File: src/rtl/fit_policy_block_allocator_defines.svh
// ----------------------------------------------------------------------------
// fit_policy_block_allocator_defines
// assertion macros for the allocator rtl
// ----------------------------------------------------------------------------
`ifndef FIT_POLICY_BLOCK_ALLOCATOR_DEFINES_SVH
`define FIT_POLICY_BLOCK_ALLOCATOR_DEFINES_SVH

// antecedent implies consequent in the same cycle
`define FPBA_ASSERT_SAME(label, clk, rst_n, ante, cons) \
    label: assert property (@(posedge clk) disable iff (!rst_n) (ante) |-> (cons)) \
        else $error("allocator check failed");

// antecedent implies consequent in the next cycle
`define FPBA_ASSERT_NEXT(label, clk, rst_n, ante, cons) \
    label: assert property (@(posedge clk) disable iff (!rst_n) (ante) |=> (cons)) \
        else $error("allocator check failed");

`endif

File: src/rtl/fpba_pkg.sv
// ----------------------------------------------------------------------------
// fpba_pkg
// types, codes and defaults of the fit policy block allocator
// ----------------------------------------------------------------------------
package fpba_pkg;

    // default sizing
    localparam int MAX_BLOCKS_DEF = 16;
    localparam int SIZE_BITS_DEF  = 16;

    // command codes
    localparam logic [1:0] CMD_LOAD    = 2'd0;
    localparam logic [1:0] CMD_ALLOC   = 2'd1;
    localparam logic [1:0] CMD_RESTORE = 2'd2;

    // fit policy codes
    localparam logic [1:0] FIT_FIRST = 2'd0;
    localparam logic [1:0] FIT_BEST  = 2'd1;
    localparam logic [1:0] FIT_WORST = 2'd2;

    // configuration register indexes
    localparam int         CFG_IDX_W       = 1;
    localparam int         CFG_DATA_W      = 5;
    localparam logic [0:0] CFG_FIT_MODE    = 1'd0;
    localparam logic [0:0] CFG_BLOCK_COUNT = 1'd1;

    // configuration reset values
    localparam logic [1:0] FIT_MODE_RST    = FIT_FIRST;
    localparam logic [4:0] BLOCK_COUNT_RST = 5'd16;

    // command transfer
    typedef struct packed {
        logic [1:0]  command;
        logic [3:0]  block_index;
        logic [15:0] size;
    } t_in;

    // result transfer
    typedef struct packed {
        logic        granted;
        logic [3:0]  chosen_block;
        logic [15:0] remaining;
    } t_out;

    // sequencer states
    typedef enum logic [2:0] {
        S_IDLE,
        S_LOAD,
        S_RESTORE,
        S_SEARCH,
        S_UPDATE,
        S_DONE
    } t_state;

endpackage

File: src/rtl/fpba_ram.sv
// ----------------------------------------------------------------------------
// fpba_ram
// generic single write, single read ram with registered read data
// ----------------------------------------------------------------------------
module fpba_ram #(
    parameter int WIDTH = 16,
    parameter int DEPTH = 16
) (
    input  logic                                     i_clk,
    input  logic                                     i_we,
    input  logic [((DEPTH > 1) ? $clog2(DEPTH) : 1)-1:0] i_waddr,
    input  logic [WIDTH-1:0]                         i_wdata,
    input  logic [((DEPTH > 1) ? $clog2(DEPTH) : 1)-1:0] i_raddr,
    output logic [WIDTH-1:0]                         o_rdata
);

    logic [WIDTH-1:0] r_mem [DEPTH];
    logic [WIDTH-1:0] r_rdata;

    // write port
    always_ff @(posedge i_clk) begin
        if (i_we) begin
            r_mem[i_waddr] <= i_wdata;
        end
    end

    // registered read port
    always_ff @(posedge i_clk) begin
        r_rdata <= r_mem[i_raddr];
    end

    assign o_rdata = r_rdata;

endmodule

File: src/rtl/fit_policy_block_allocator.sv
// ----------------------------------------------------------------------------
// fit_policy_block_allocator
// load: S_LOAD, then the S_DONE result strobe; unused codes go to S_DONE directly
// allocate: S_SEARCH, then S_UPDATE only when granted, then S_DONE
//   (one ram read and one compare per searched block); restore: whole table
// busy stays high until the result strobe; results cannot be held off
// synchronous active-low reset returns to idle with fit_mode 0, block_count 16
// ----------------------------------------------------------------------------
`include "fit_policy_block_allocator_defines.svh"

module fit_policy_block_allocator
    import fpba_pkg::*;
#(
    parameter int MAX_BLOCKS = MAX_BLOCKS_DEF,
    parameter int SIZE_BITS  = SIZE_BITS_DEF
) (
    input  logic                  i_clk,
    input  logic                  i_rst_n,
    // command channel
    input  logic                  start,
    output logic                  busy,
    input  t_in                   i_in,
    // result channel
    output logic                  o_out_valid,
    output t_out                  o_out,
    // configuration channel
    input  logic                  i_cfg_valid,
    output logic                  o_cfg_ready,
    input  logic [CFG_IDX_W-1:0]  i_cfg_index,
    input  logic [CFG_DATA_W-1:0] i_cfg_data
);

    localparam int IDX_W = (MAX_BLOCKS > 1) ? $clog2(MAX_BLOCKS) : 1;
    localparam int CNT_W = $clog2(MAX_BLOCKS + 1);

    // configuration registers
    logic [1:0] r_fit_mode;
    logic [4:0] r_block_count;

    // sequencer and datapath registers
    t_state                r_state, n_state;
    logic [1:0]            r_cmd, n_cmd;
    logic [3:0]            r_idx, n_idx;
    logic [SIZE_BITS-1:0]  r_size, n_size;
    logic [CNT_W-1:0]      r_cnt, n_cnt;
    logic [CNT_W-1:0]      r_limit, n_limit;
    logic                  r_pend, n_pend;
    logic [IDX_W-1:0]      r_pend_addr, n_pend_addr;
    logic                  r_found, n_found;
    logic [IDX_W-1:0]      r_pick, n_pick;
    logic [SIZE_BITS-1:0]  r_best, n_best;
    t_out                  r_out, n_out;

    // ram ports
    logic                  free_we, orig_we;
    logic [IDX_W-1:0]      free_waddr, orig_waddr;
    logic [SIZE_BITS-1:0]  free_wdata, orig_wdata;
    logic [SIZE_BITS-1:0]  free_rdata, orig_rdata;

    // shared compare and subtract unit
    logic                  accept;
    logic                  issue;
    logic                  fits;
    logic                  better;
    logic                  take;
    logic                  load_ok;
    logic [SIZE_BITS-1:0]  diff;
    logic [CNT_W-1:0]      sat_count;

    assign accept  = start && !busy;
    assign issue   = (r_state == S_RESTORE || r_state == S_SEARCH) && (r_cnt < r_limit);
    assign fits    = free_rdata >= r_size;
    assign better  = (r_fit_mode == FIT_BEST) ? (free_rdata < r_best) : (free_rdata > r_best);
    assign take    = (r_state == S_SEARCH) && r_pend && fits &&
                     (!r_found || (r_fit_mode != FIT_FIRST && better));
    assign diff    = r_best - r_size;
    assign load_ok = 32'(r_idx) < 32'(MAX_BLOCKS);

    // block count saturated to the table depth
    always_comb begin
        if (32'(r_block_count) > 32'(MAX_BLOCKS)) begin
            sat_count = CNT_W'(MAX_BLOCKS);
        end else begin
            sat_count = CNT_W'(r_block_count);
        end
    end

    // configuration writes
    assign o_cfg_ready = 1'b1;

    always_ff @(posedge i_clk) begin
        if (!i_rst_n) begin
            r_fit_mode    <= FIT_MODE_RST;
            r_block_count <= BLOCK_COUNT_RST;
        end else if (i_cfg_valid && o_cfg_ready) begin
            case (i_cfg_index)
                CFG_FIT_MODE:    r_fit_mode    <= i_cfg_data[1:0];
                CFG_BLOCK_COUNT: r_block_count <= i_cfg_data[4:0];
                default:         ;
            endcase
        end
    end

    // next state
    always_comb begin
        n_state = r_state;
        case (r_state)
            S_IDLE: begin
                if (accept) begin
                    case (i_in.command)
                        CMD_LOAD:    n_state = S_LOAD;
                        CMD_RESTORE: n_state = S_RESTORE;
                        CMD_ALLOC: begin
                            if (r_fit_mode inside {FIT_FIRST, FIT_BEST, FIT_WORST}) begin
                                n_state = S_SEARCH;
                            end else begin
                                n_state = S_DONE;
                            end
                        end
                        default:     n_state = S_DONE;
                    endcase
                end
            end
            S_LOAD:    n_state = S_DONE;
            S_RESTORE: begin
                if (!issue && !r_pend) begin
                    n_state = S_DONE;
                end
            end
            S_SEARCH: begin
                if (!issue && !r_pend) begin
                    n_state = r_found ? S_UPDATE : S_DONE;
                end
            end
            S_UPDATE:  n_state = S_DONE;
            S_DONE:    n_state = S_IDLE;
            default:   n_state = S_IDLE;
        endcase
    end

    // outputs and ram controls
    always_comb begin
        busy        = (r_state != S_IDLE);
        o_out_valid = (r_state == S_DONE);
        free_we     = 1'b0;
        free_waddr  = r_pend_addr;
        free_wdata  = orig_rdata;
        orig_we     = 1'b0;
        orig_waddr  = IDX_W'(r_idx);
        orig_wdata  = r_size;
        case (r_state)
            S_LOAD: begin
                free_we    = load_ok;
                orig_we    = load_ok;
                free_waddr = IDX_W'(r_idx);
                free_wdata = r_size;
            end
            S_RESTORE: begin
                free_we = r_pend;
            end
            S_UPDATE: begin
                free_we    = 1'b1;
                free_waddr = r_pick;
                free_wdata = diff;
            end
            default: ;
        endcase
    end

    assign o_out = r_out;

    // datapath next values
    always_comb begin
        n_cmd       = r_cmd;
        n_idx       = r_idx;
        n_size      = r_size;
        n_cnt       = r_cnt;
        n_limit     = r_limit;
        n_pend      = 1'b0;
        n_pend_addr = r_pend_addr;
        n_found     = r_found;
        n_pick      = r_pick;
        n_best      = r_best;
        n_out       = r_out;
        if (accept) begin
            n_cmd   = i_in.command;
            n_idx   = i_in.block_index;
            n_size  = SIZE_BITS'(i_in.size);
            n_cnt   = '0;
            n_found = 1'b0;
            n_pick  = '0;
            n_best  = '0;
            n_out   = '0;
            n_limit = (i_in.command == CMD_RESTORE) ? CNT_W'(MAX_BLOCKS) : sat_count;
        end
        // one table read per cycle during a sweep
        if (issue) begin
            n_pend      = 1'b1;
            n_pend_addr = IDX_W'(r_cnt);
            n_cnt       = r_cnt + 1'b1;
        end
        // fit policy compare on the returned entry
        if (take) begin
            n_found = 1'b1;
            n_pick  = r_pend_addr;
            n_best  = free_rdata;
        end
        if (r_state == S_UPDATE) begin
            n_out.granted      = 1'b1;
            n_out.chosen_block = 4'(r_pick);
            n_out.remaining    = 16'(diff);
        end
    end

    // control registers
    always_ff @(posedge i_clk) begin
        if (!i_rst_n) begin
            r_state <= S_IDLE;
            r_pend  <= 1'b0;
        end else begin
            r_state <= n_state;
            r_pend  <= n_pend;
        end
    end

    // payload registers
    always_ff @(posedge i_clk) begin
        r_cmd       <= n_cmd;
        r_idx       <= n_idx;
        r_size      <= n_size;
        r_cnt       <= n_cnt;
        r_limit     <= n_limit;
        r_pend_addr <= n_pend_addr;
        r_found     <= n_found;
        r_pick      <= n_pick;
        r_best      <= n_best;
        r_out       <= n_out;
    end

    // free size table
    fpba_ram #(
        .WIDTH (SIZE_BITS),
        .DEPTH (MAX_BLOCKS)
    ) u_free_ram (
        .i_clk   (i_clk),
        .i_we    (free_we),
        .i_waddr (free_waddr),
        .i_wdata (free_wdata),
        .i_raddr (IDX_W'(r_cnt)),
        .o_rdata (free_rdata)
    );

    // original size table
    fpba_ram #(
        .WIDTH (SIZE_BITS),
        .DEPTH (MAX_BLOCKS)
    ) u_orig_ram (
        .i_clk   (i_clk),
        .i_we    (orig_we),
        .i_waddr (orig_waddr),
        .i_wdata (orig_wdata),
        .i_raddr (IDX_W'(r_cnt)),
        .o_rdata (orig_rdata)
    );

    // checks
    `FPBA_ASSERT_NEXT(a_start_sets_busy, i_clk, i_rst_n, start && !busy, busy)
    `FPBA_ASSERT_NEXT(a_idle_after_result, i_clk, i_rst_n, o_out_valid, !busy)
    `FPBA_ASSERT_SAME(a_refusal_is_zero, i_clk, i_rst_n,
        o_out_valid && !o_out.granted,
        o_out.chosen_block == 4'd0 && o_out.remaining == 16'd0)
    `FPBA_ASSERT_SAME(a_grant_from_alloc, i_clk, i_rst_n,
        o_out_valid && o_out.granted, r_cmd == CMD_ALLOC)

endmodule

File: config.mk
export PLATFORM = sky130hd
export DESIGN_NAME = fit_policy_block_allocator
export DESIGN_NICKNAME = d
export VERILOG_FILES = /design/src/rtl/fpba_pkg.sv /design/src/rtl/fpba_ram.sv /design/src/rtl/fit_policy_block_allocator.sv
export VERILOG_INCLUDE_DIRS = /design/src /design/src/rtl
export SDC_FILE = /design/constraint.sdc
export NUM_CORES = 1
export LEC_CHECK = 0
export BUFFER_PORTS_ARGS = -buffer_cell sky130_fd_sc_hd__buf_2
export CAP_MARGIN = 20
export CELL_PAD_IN_SITES_DETAIL_PLACEMENT = 0
export CELL_PAD_IN_SITES_GLOBAL_PLACEMENT = 1
export CORE_MARGIN = 2
export CORE_UTILIZATION = 50
export DETAILED_ROUTE_END_ITERATION = 12
export HOLD_SLACK_MARGIN = 0.05
export MAX_ROUTING_LAYER = met4
export PLACE_DENSITY_LB_ADDON = 0.05
export SETUP_SLACK_MARGIN = 0.05
export SLEW_MARGIN = 0
export SYNTH_ARGS = -nofsm -noshare
export SYNTH_HDL_FRONTEND = slang
export SYNTH_SLANG_ARGS = --single-unit
File: constraint.sdc
create_clock -name i_clk -period 7.2 [get_ports i_clk]
set_input_delay 1.44 -clock i_clk [delete_from_list [all_inputs] [get_ports i_clk]]
set_output_delay 1.44 -clock i_clk [all_outputs]
set_load 0.05 [all_outputs]
==> run summary, run 1 <==
Cell Area, Synth: 25210 µm²
Setup ws final: 2.560 ns
Clock Tree Root: clkbuf_16
H-tree levels: 3
Overall routed net length: 61.84 mm
Clock Path Buffers: 3
Worst Setup End Kind: flop
Remaining antenna violation count: 0
GR peak layer: met1
Unrepaired setup endpoints after global routing: no
Register Area: 18500 µm²
Initial cell density of the core: 50.45%
Vias in the first global route: 12.61k
Top post-synthesis cells by count: 586 x edfxtp_1, 160 x mux4_2, 73 x nor2_1
Antenna diode count: 0
Largest net degree at the start of global routing: 132
Largest stage delay, worst path: 1.01 ns
Pre-antenna DRT Iters: 5
Kind of critical path: flop to flop
Crit path buf inv count: 0
Layout cells sized above 1: 26.04%
First-pass GRT wire length: 89.68 mm
Worst slack at placement: 2.675 ns
Fin. Hold Viols: 0
Total track usage: 25.23%
Mapped Cells: 1303
Crit path max fanout: 23
Dpl hpwl: 38.11 mm
Most frequent cell after synthesis: edfxtp_1
Initial antenna violation count: 11
GRT Residual Overflow: 0
Vert. Die Dim: 228.5 µm
Area taken by multi-input logic gates: 6375 µm²
Met2 Resource Use GR: 35.40%
Area after DPL: 26390 µm²
Final GP Congestion: 0.8682
Fin crit share: 64.44%
Worst slew margin: 25.47%
Reg clk slew, reported paths: 0.06 ns
CP Launch Type: flop
LEAKAGE: 9.597 nW
Pwr dens: 351.7 nW/µm²
Worst-margin pin slew: 1.118 ns
Top cells by area, synth: edfxtp_1 70%, mux4_2 14%, dfxtp_1 3.6%, ha_1 2.6%, nor2_1 1.1%
Max IR drop VDD: 0.1926 mV
Count of final setup violators: 0
Grt met1 use: 38.30%
Worst-Skew Late Latency: 0.61 ns
Postcts setup bufs: 0
Cell taking the most area after synthesis: edfxtp_1
Input/output buffers: 54
Critical Path AT: 4.86 ns
Power, Total: 10.07 mW
Slew Viols, Final: 0
Fillers: 3823
M3 GR Usage: 4.616%
CTS buffer count: 67
Number of flops mapped to enable cells by yosys: 586
Post-CTS sizing: 0
Hold_buf cts: 0
Synth unique cells: 58
CP dominant cell by count: nor2_2
Max Cap Violations: 0
Core ar.: 49970 µm²
Syn avg cell area: 19.35 µm²
Clock sinks: 631
Ys Warns: 0
Clk_skew: 0.02360 ns
Sequential fraction of the synthesis area: 73.38%
CTS tree: built
Die area: 52230 µm²
# rows: 82
P&R area growth vs syn: 13.52%
Residual DRC: 0
Detailed Route Iter0 Violations: 1397
Finished Cell Area: 28620 µm²
Syn Nets: 1388
Yosys reg bits: 631
Crit-path slowest cell: a221oi_1
Type of the worst min-delay path: flop to flop
Vias after detailed routing: 12.66k
Post-synth top flop: edfxtp_1
Io pins: 56
WL/cell: 29.17 µm
CP required: 7.42 ns
FFs w/ async S/R, synth: 0%
Final net count: 1480
Die Width: 228.5 µm
Crit-path leading delay family: simple AND/OR/NAND/NOR gates
Highest clock rate: 0.2155 GHz
CP Cell Sequence: nor2b_1 > nor2b_2 > nor2_2 > a221oi_1 > nand2b_1 > nor2_2
Outcome: complete, no violations
Setup TNS Final: 0 ns
Post-synth top area share: 69.80%
Fin crit period: 4.640 ns
Routed vias/inst: 5.970
-- worst reg2reg max path, delay by kind of cell (launching register included) --
family / cells / cell delay, ns
AND/OR/NAND/NOR: 5 / 2.66
AO/OA/AOI/OAI: 1 / 1.01
flip-flops: 1 / 0.60
-- worst paths after layout --
path | from | slack [ns] | depth (start not counted) | endpoint
setup / recovery | r_state[0] | 2.56 | 6 | u_free_ram.r_mem[9][7]
hold / removal | o_out[20] | 0.44 | 2 | o_out[20]
setup reg to reg | r_state[0] | 2.56 | 6 | u_free_ram.r_mem[9][7]
hold reg to reg | o_out[20] | 0.44 | 2 | o_out[20]
-- through the flow --
step	hold slack (ns)	util, %	std cells
final	0.4393	57.27	2120
after global routing	0.4817	57.27	2120
after CTS	0.4414	57.17	2117
after detailed placement	0.4341	52.82	1995
after global placement	0.4302	52.82	1995
after floorplan	0.4389	-	1303
-- cell usage in the layout, fill, tap and decap left out, types with 4 or more instances in the layout --
master	Yosys	routed
nand2_1	41	41
ha_1	52	52
o21ai_0	13	12
a221o_1	10	10
clkinv_2	0	6
mux4_2	160	160
clkbuf_16	0	71
edfxtp_1	586	586
nand2b_1	13	13
clkbuf_8	0	7
dfxtp_1	45	45
nor2_2	1	29
nor2_1	73	45
nor2b_1	7	6
xor2_1	5	5
nor3_1	13	9
and3_1	7	7
mux2i_1	5	4
nand3_1	28	28
a22o_1	4	4
inv_1	50	49
and2_1	15	15
a21oi_1	25	25
a211oi_1	4	4
clkinv_1	0	13
xnor2_1	10	10
buf_4	1	24
a21o_1	12	12
a21boi_0	5	5
clkbuf_1	37	16
nand4_1	10	10
o211ai_1	4	4
nand3b_1	4	4
buf_2	15	54
nor3_2	0	4
-- sequential cells by signal, indices dropped and copies added (netlist names), 3 cells and up --
register,cells
r_pick,4
r_best,16
r_pend_addr,4
r_limit,5
r_cnt,5
u_orig_ram.o_rdata,16
orig_waddr,4
r_block_count,5
orig_wdata,16
r_state,3
o_out,21
u_free_ram.o_rdata,16
u_orig_ram.r_mem,256
u_free_ram.r_mem,256
-- cell type report --
cell class                      count  area share (%)
Clock inverter                     28          0.8351
Multi-Input combinational cell    562           22.28
Inverter                           50          0.6558
Timing Repair Buffer               83           1.902
Tap cell                          672           2.938
Clock buffer                       94           6.755
Sequential cell                   631           64.64
-- logic make-up after synthesis --
| kind of cell | count (synthesis) | synth area share, % |
|---|---|---|
| other cells | 1 | 0.01488 |
| mux | 165 | 14.49 |
| flops | 631 | 73.38 |
| compound gates | 110 | 3.092 |
| fa+ha+maj | 53 | 2.660 |
| xor+xnor | 15 | 0.5211 |
| simple gates | 218 | 4.110 |
| buf+inv | 110 | 1.732 |
-- per-layer routing --
metal / part of all wire (%) / routed length [µm]
met4: 2.0 / 1245
met1: 45 / 27940
met2: 45 / 27810
met5: 0 / 0
met3: 7.8 / 4844
-- where the power goes --
part | leakage (nW) | switching (mW) | total (mW) | internal [mW]
Clock | 1.06 | 1.41 | 3.40 | 1.99
Sequential | 5.71 | 0.199 | 4.79 | 4.59
Combinational | 2.82 | 1.28 | 1.88 | 0.603
(Power assumes the default switching activity.)
==> run 2: changes to the inputs <==
- clock period: 7.2 -> 4.77 ns (I/O delays scaled with it)
==> run 2 against run 1 <==
  * Register-to-register slack got worse by 1.6 ns
  * First-iteration DRC count decreased by 11%
  * Largest cell class unchanged
  * Critical endpoint is now r_pick[3]
  * Wire length decreased by 2.7%
  * Design area rose by 0.36%
  * Highest routed layer unchanged
  * Total power increased by 48%
  * Via count barely moved
  * Sequential share of layout area down 0.23 points
==> run summary, run 2 (synthesis results as in run 1) <==
Outcome: complete, no violations
LEAKAGE: 9.607 nW (about the same)
CP required: 4.98 ns (-2.44 ns)
Worst slew margin: 23.94% (-1.5 points)
First-pass GRT wire length: 88.26 mm (-1.6%)
Initial cell density of the core: 50.45% (unchanged)
Fin. Hold Viols: 0 (unchanged)
Reg2Reg Depth: 8 (+2)
Vias after detailed routing: 12.64k (-0.095%)
Die Width: 228.5 µm (unchanged)
Worst slack at placement: 1.030 ns (-1.644 ns)
Pre-antenna DRT Iters: 5 (unchanged)
Setup ws final: 1.008 ns (-1.552 ns)
CTS buffer count: 67 (unchanged)
Input/output buffers: 54 (unchanged)
Type of the worst min-delay path: flop to flop
H-tree levels: 3 (unchanged)
Postcts setup bufs: 0 (unchanged)
Clock Path Buffers: 3 (unchanged)
Critical Path AT: 3.97 ns (-0.89 ns)
P&R area growth vs syn: 13.93%
Routed vias/inst: 5.964 (about the same)
Clock Tree Root: clkbuf_16
Die area: 52230 µm² (unchanged)
Worst-margin pin slew: 1.140 ns (+0.02161 ns)
Slew Viols, Final: 0 (unchanged)
CTS tree: built
Vert. Die Dim: 228.5 µm (unchanged)
WL/cell: 28.37 µm (-2.7%)
Final GP Congestion: 0.8916 (+2.7%)
Initial antenna violation count: 1 (-10)
Fin crit share: 78.87% (+14 points)
Worst Setup End Kind: flop
Clk_skew: 0.01934 ns (-0.004261 ns)
Max IR drop VDD: 0.3007 mV (+56%)
# rows: 82 (unchanged)
Final net count: 1483 (+0.20%)
Total track usage: 24.41% (-0.82 points)
Crit path max fanout: 20 (-13%)
CP Launch Type: flop
Clock sinks: 631 (unchanged)
Count of final setup violators: 0 (unchanged)
Fillers: 3818 (-0.13%)
Dpl hpwl: 36.50 mm (-4.2%)
Overall routed net length: 60.14 mm (-2.7%)
Reg clk slew, reported paths: 0.06 ns (about the same)
Fin crit period: 3.762 ns (-0.8776 ns)
Vias in the first global route: 12.83k (+1.8%)
Highest clock rate: 0.2658 GHz (+23%)
Most common cell after layout, fill and taps aside: edfxtp_1
Worst-Skew Late Latency: 0.59 ns (-0.02 ns)
WHS Endpoint: o_out[20]
Largest net degree at the start of global routing: 132 (unchanged)
Layout cells sized above 1: 26.04% (unchanged)
Antenna diode count: 0 (unchanged)
Residual DRC: 0 (unchanged)
Post-CTS sizing: 0 (unchanged)
Detailed Route Iter0 Violations: 1243 (-11%)
Max Cap Violations: 0 (unchanged)
Hold path start: o_out[20]
Power, Total: 14.94 mW (+48%)
Reg2Reg Launch Point: orig_wdata[13]
Kind of critical path: flop to flop
Unrepaired setup endpoints after global routing: no
Remaining antenna violation count: 0 (unchanged)
Io pins: 56 (unchanged)
Pwr dens: 520.3 nW/µm² (+48%)
R2r endpoint: r_pick[3]
GRT Residual Overflow: 0 (unchanged)
Setup TNS Final: 0 ns (unchanged)
Hold_buf cts: 0 (unchanged)
Most frequent cells in the layout: 586 x edfxtp_1, 160 x mux4_2, 73 x clkbuf_16
Reg2reg setup slack: 1.01 ns (-1.55 ns)
Core ar.: 49970 µm² (unchanged)
Worst hold path depth: 2 (unchanged)
## run 2: cell count changes in the layout (fill, tap and decap cells not counted), moves of 2 or more
cell,before,now
buf_16,1,3
clkbuf_8,7,3
clkinvlp_4,1,3
nor2_2,29,19
nor2_4,0,10
buf_12,2,4
clkbuf_16,71,73
inv_6,3,1
## run 2: layout make-up
type	instances	area [µm²]	area share (%)
flip-flops and latches	631	18500	64.41
multi-input cells	562	6425	22.37
clock buffers	92	1928	6.713
well taps	672	840.8	2.928
repair buffers	86	635.6	2.213
clock inverters	27	205.2	0.7145
inverters	50	187.7	0.6535
## run 2: per-layer routing
metal,up-vias,global-route usage [%],wire length (µm)
li1,5475,-,-
met4,0,5.678,1147
met5,-,-,0
met1,6677,34.64,26740
met3,85,4.878,3786
met2,407,37.00,28470
## run 2: worst max-delay path by stage
stage / end / slack [ns] / startpoint / cells after the start
finish: r_pick[3] / 1.01 / orig_wdata[13] / 8
global route: r_best[13] / 0.67 / orig_wdata[13] / 8
CTS: r_pick[3] / 1.03 / orig_wdata[11] / 8
detailed placement: r_pick[3] / 1.03 / orig_wdata[13] / 8
global placement: r_pick[2] / 1.17 / orig_wdata[11] / 8
floorplan: r_best[0] / 1.05 / orig_wdata[13] / 9
## run 2: through the flow
| step | hold slack, ns | area, µm² | instances | utilization, % |
|---|---|---|---|---|
| 3_3_place_gp | 0.4323 | 26470 | 1996 | 52.98 |
| 6_report | 0.4438 | 28720 | 2120 | 57.48 |
| 5_1_grt | 0.4778 | 28720 | 2120 | 57.48 |
| 2_1_floorplan | 0.4389 | 25210 | 1303 | - |
| 3_5_place_dp | 0.4400 | 26520 | 1998 | 53.07 |
| 4_1_cts | 0.4475 | 28650 | 2117 | 57.34 |
## run 2: power by group
part           total [mW]  switching, mW  internal (mW)
Sequential           7.21          0.297           6.92
Combinational        2.68           1.75          0.933
Clock                5.05           2.06           2.99
## run 2: worst max-delay path, stage by stage (launching register included)
cell	delay (ns)
edfxtp_1	0.69
inv_1	0.16
ha_1	0.33
nand4_1	0.16
nor3_1	0.22
or3_1	0.14
a211o_1	0.51
nand2_1	0.26
o21ai_2	0.89
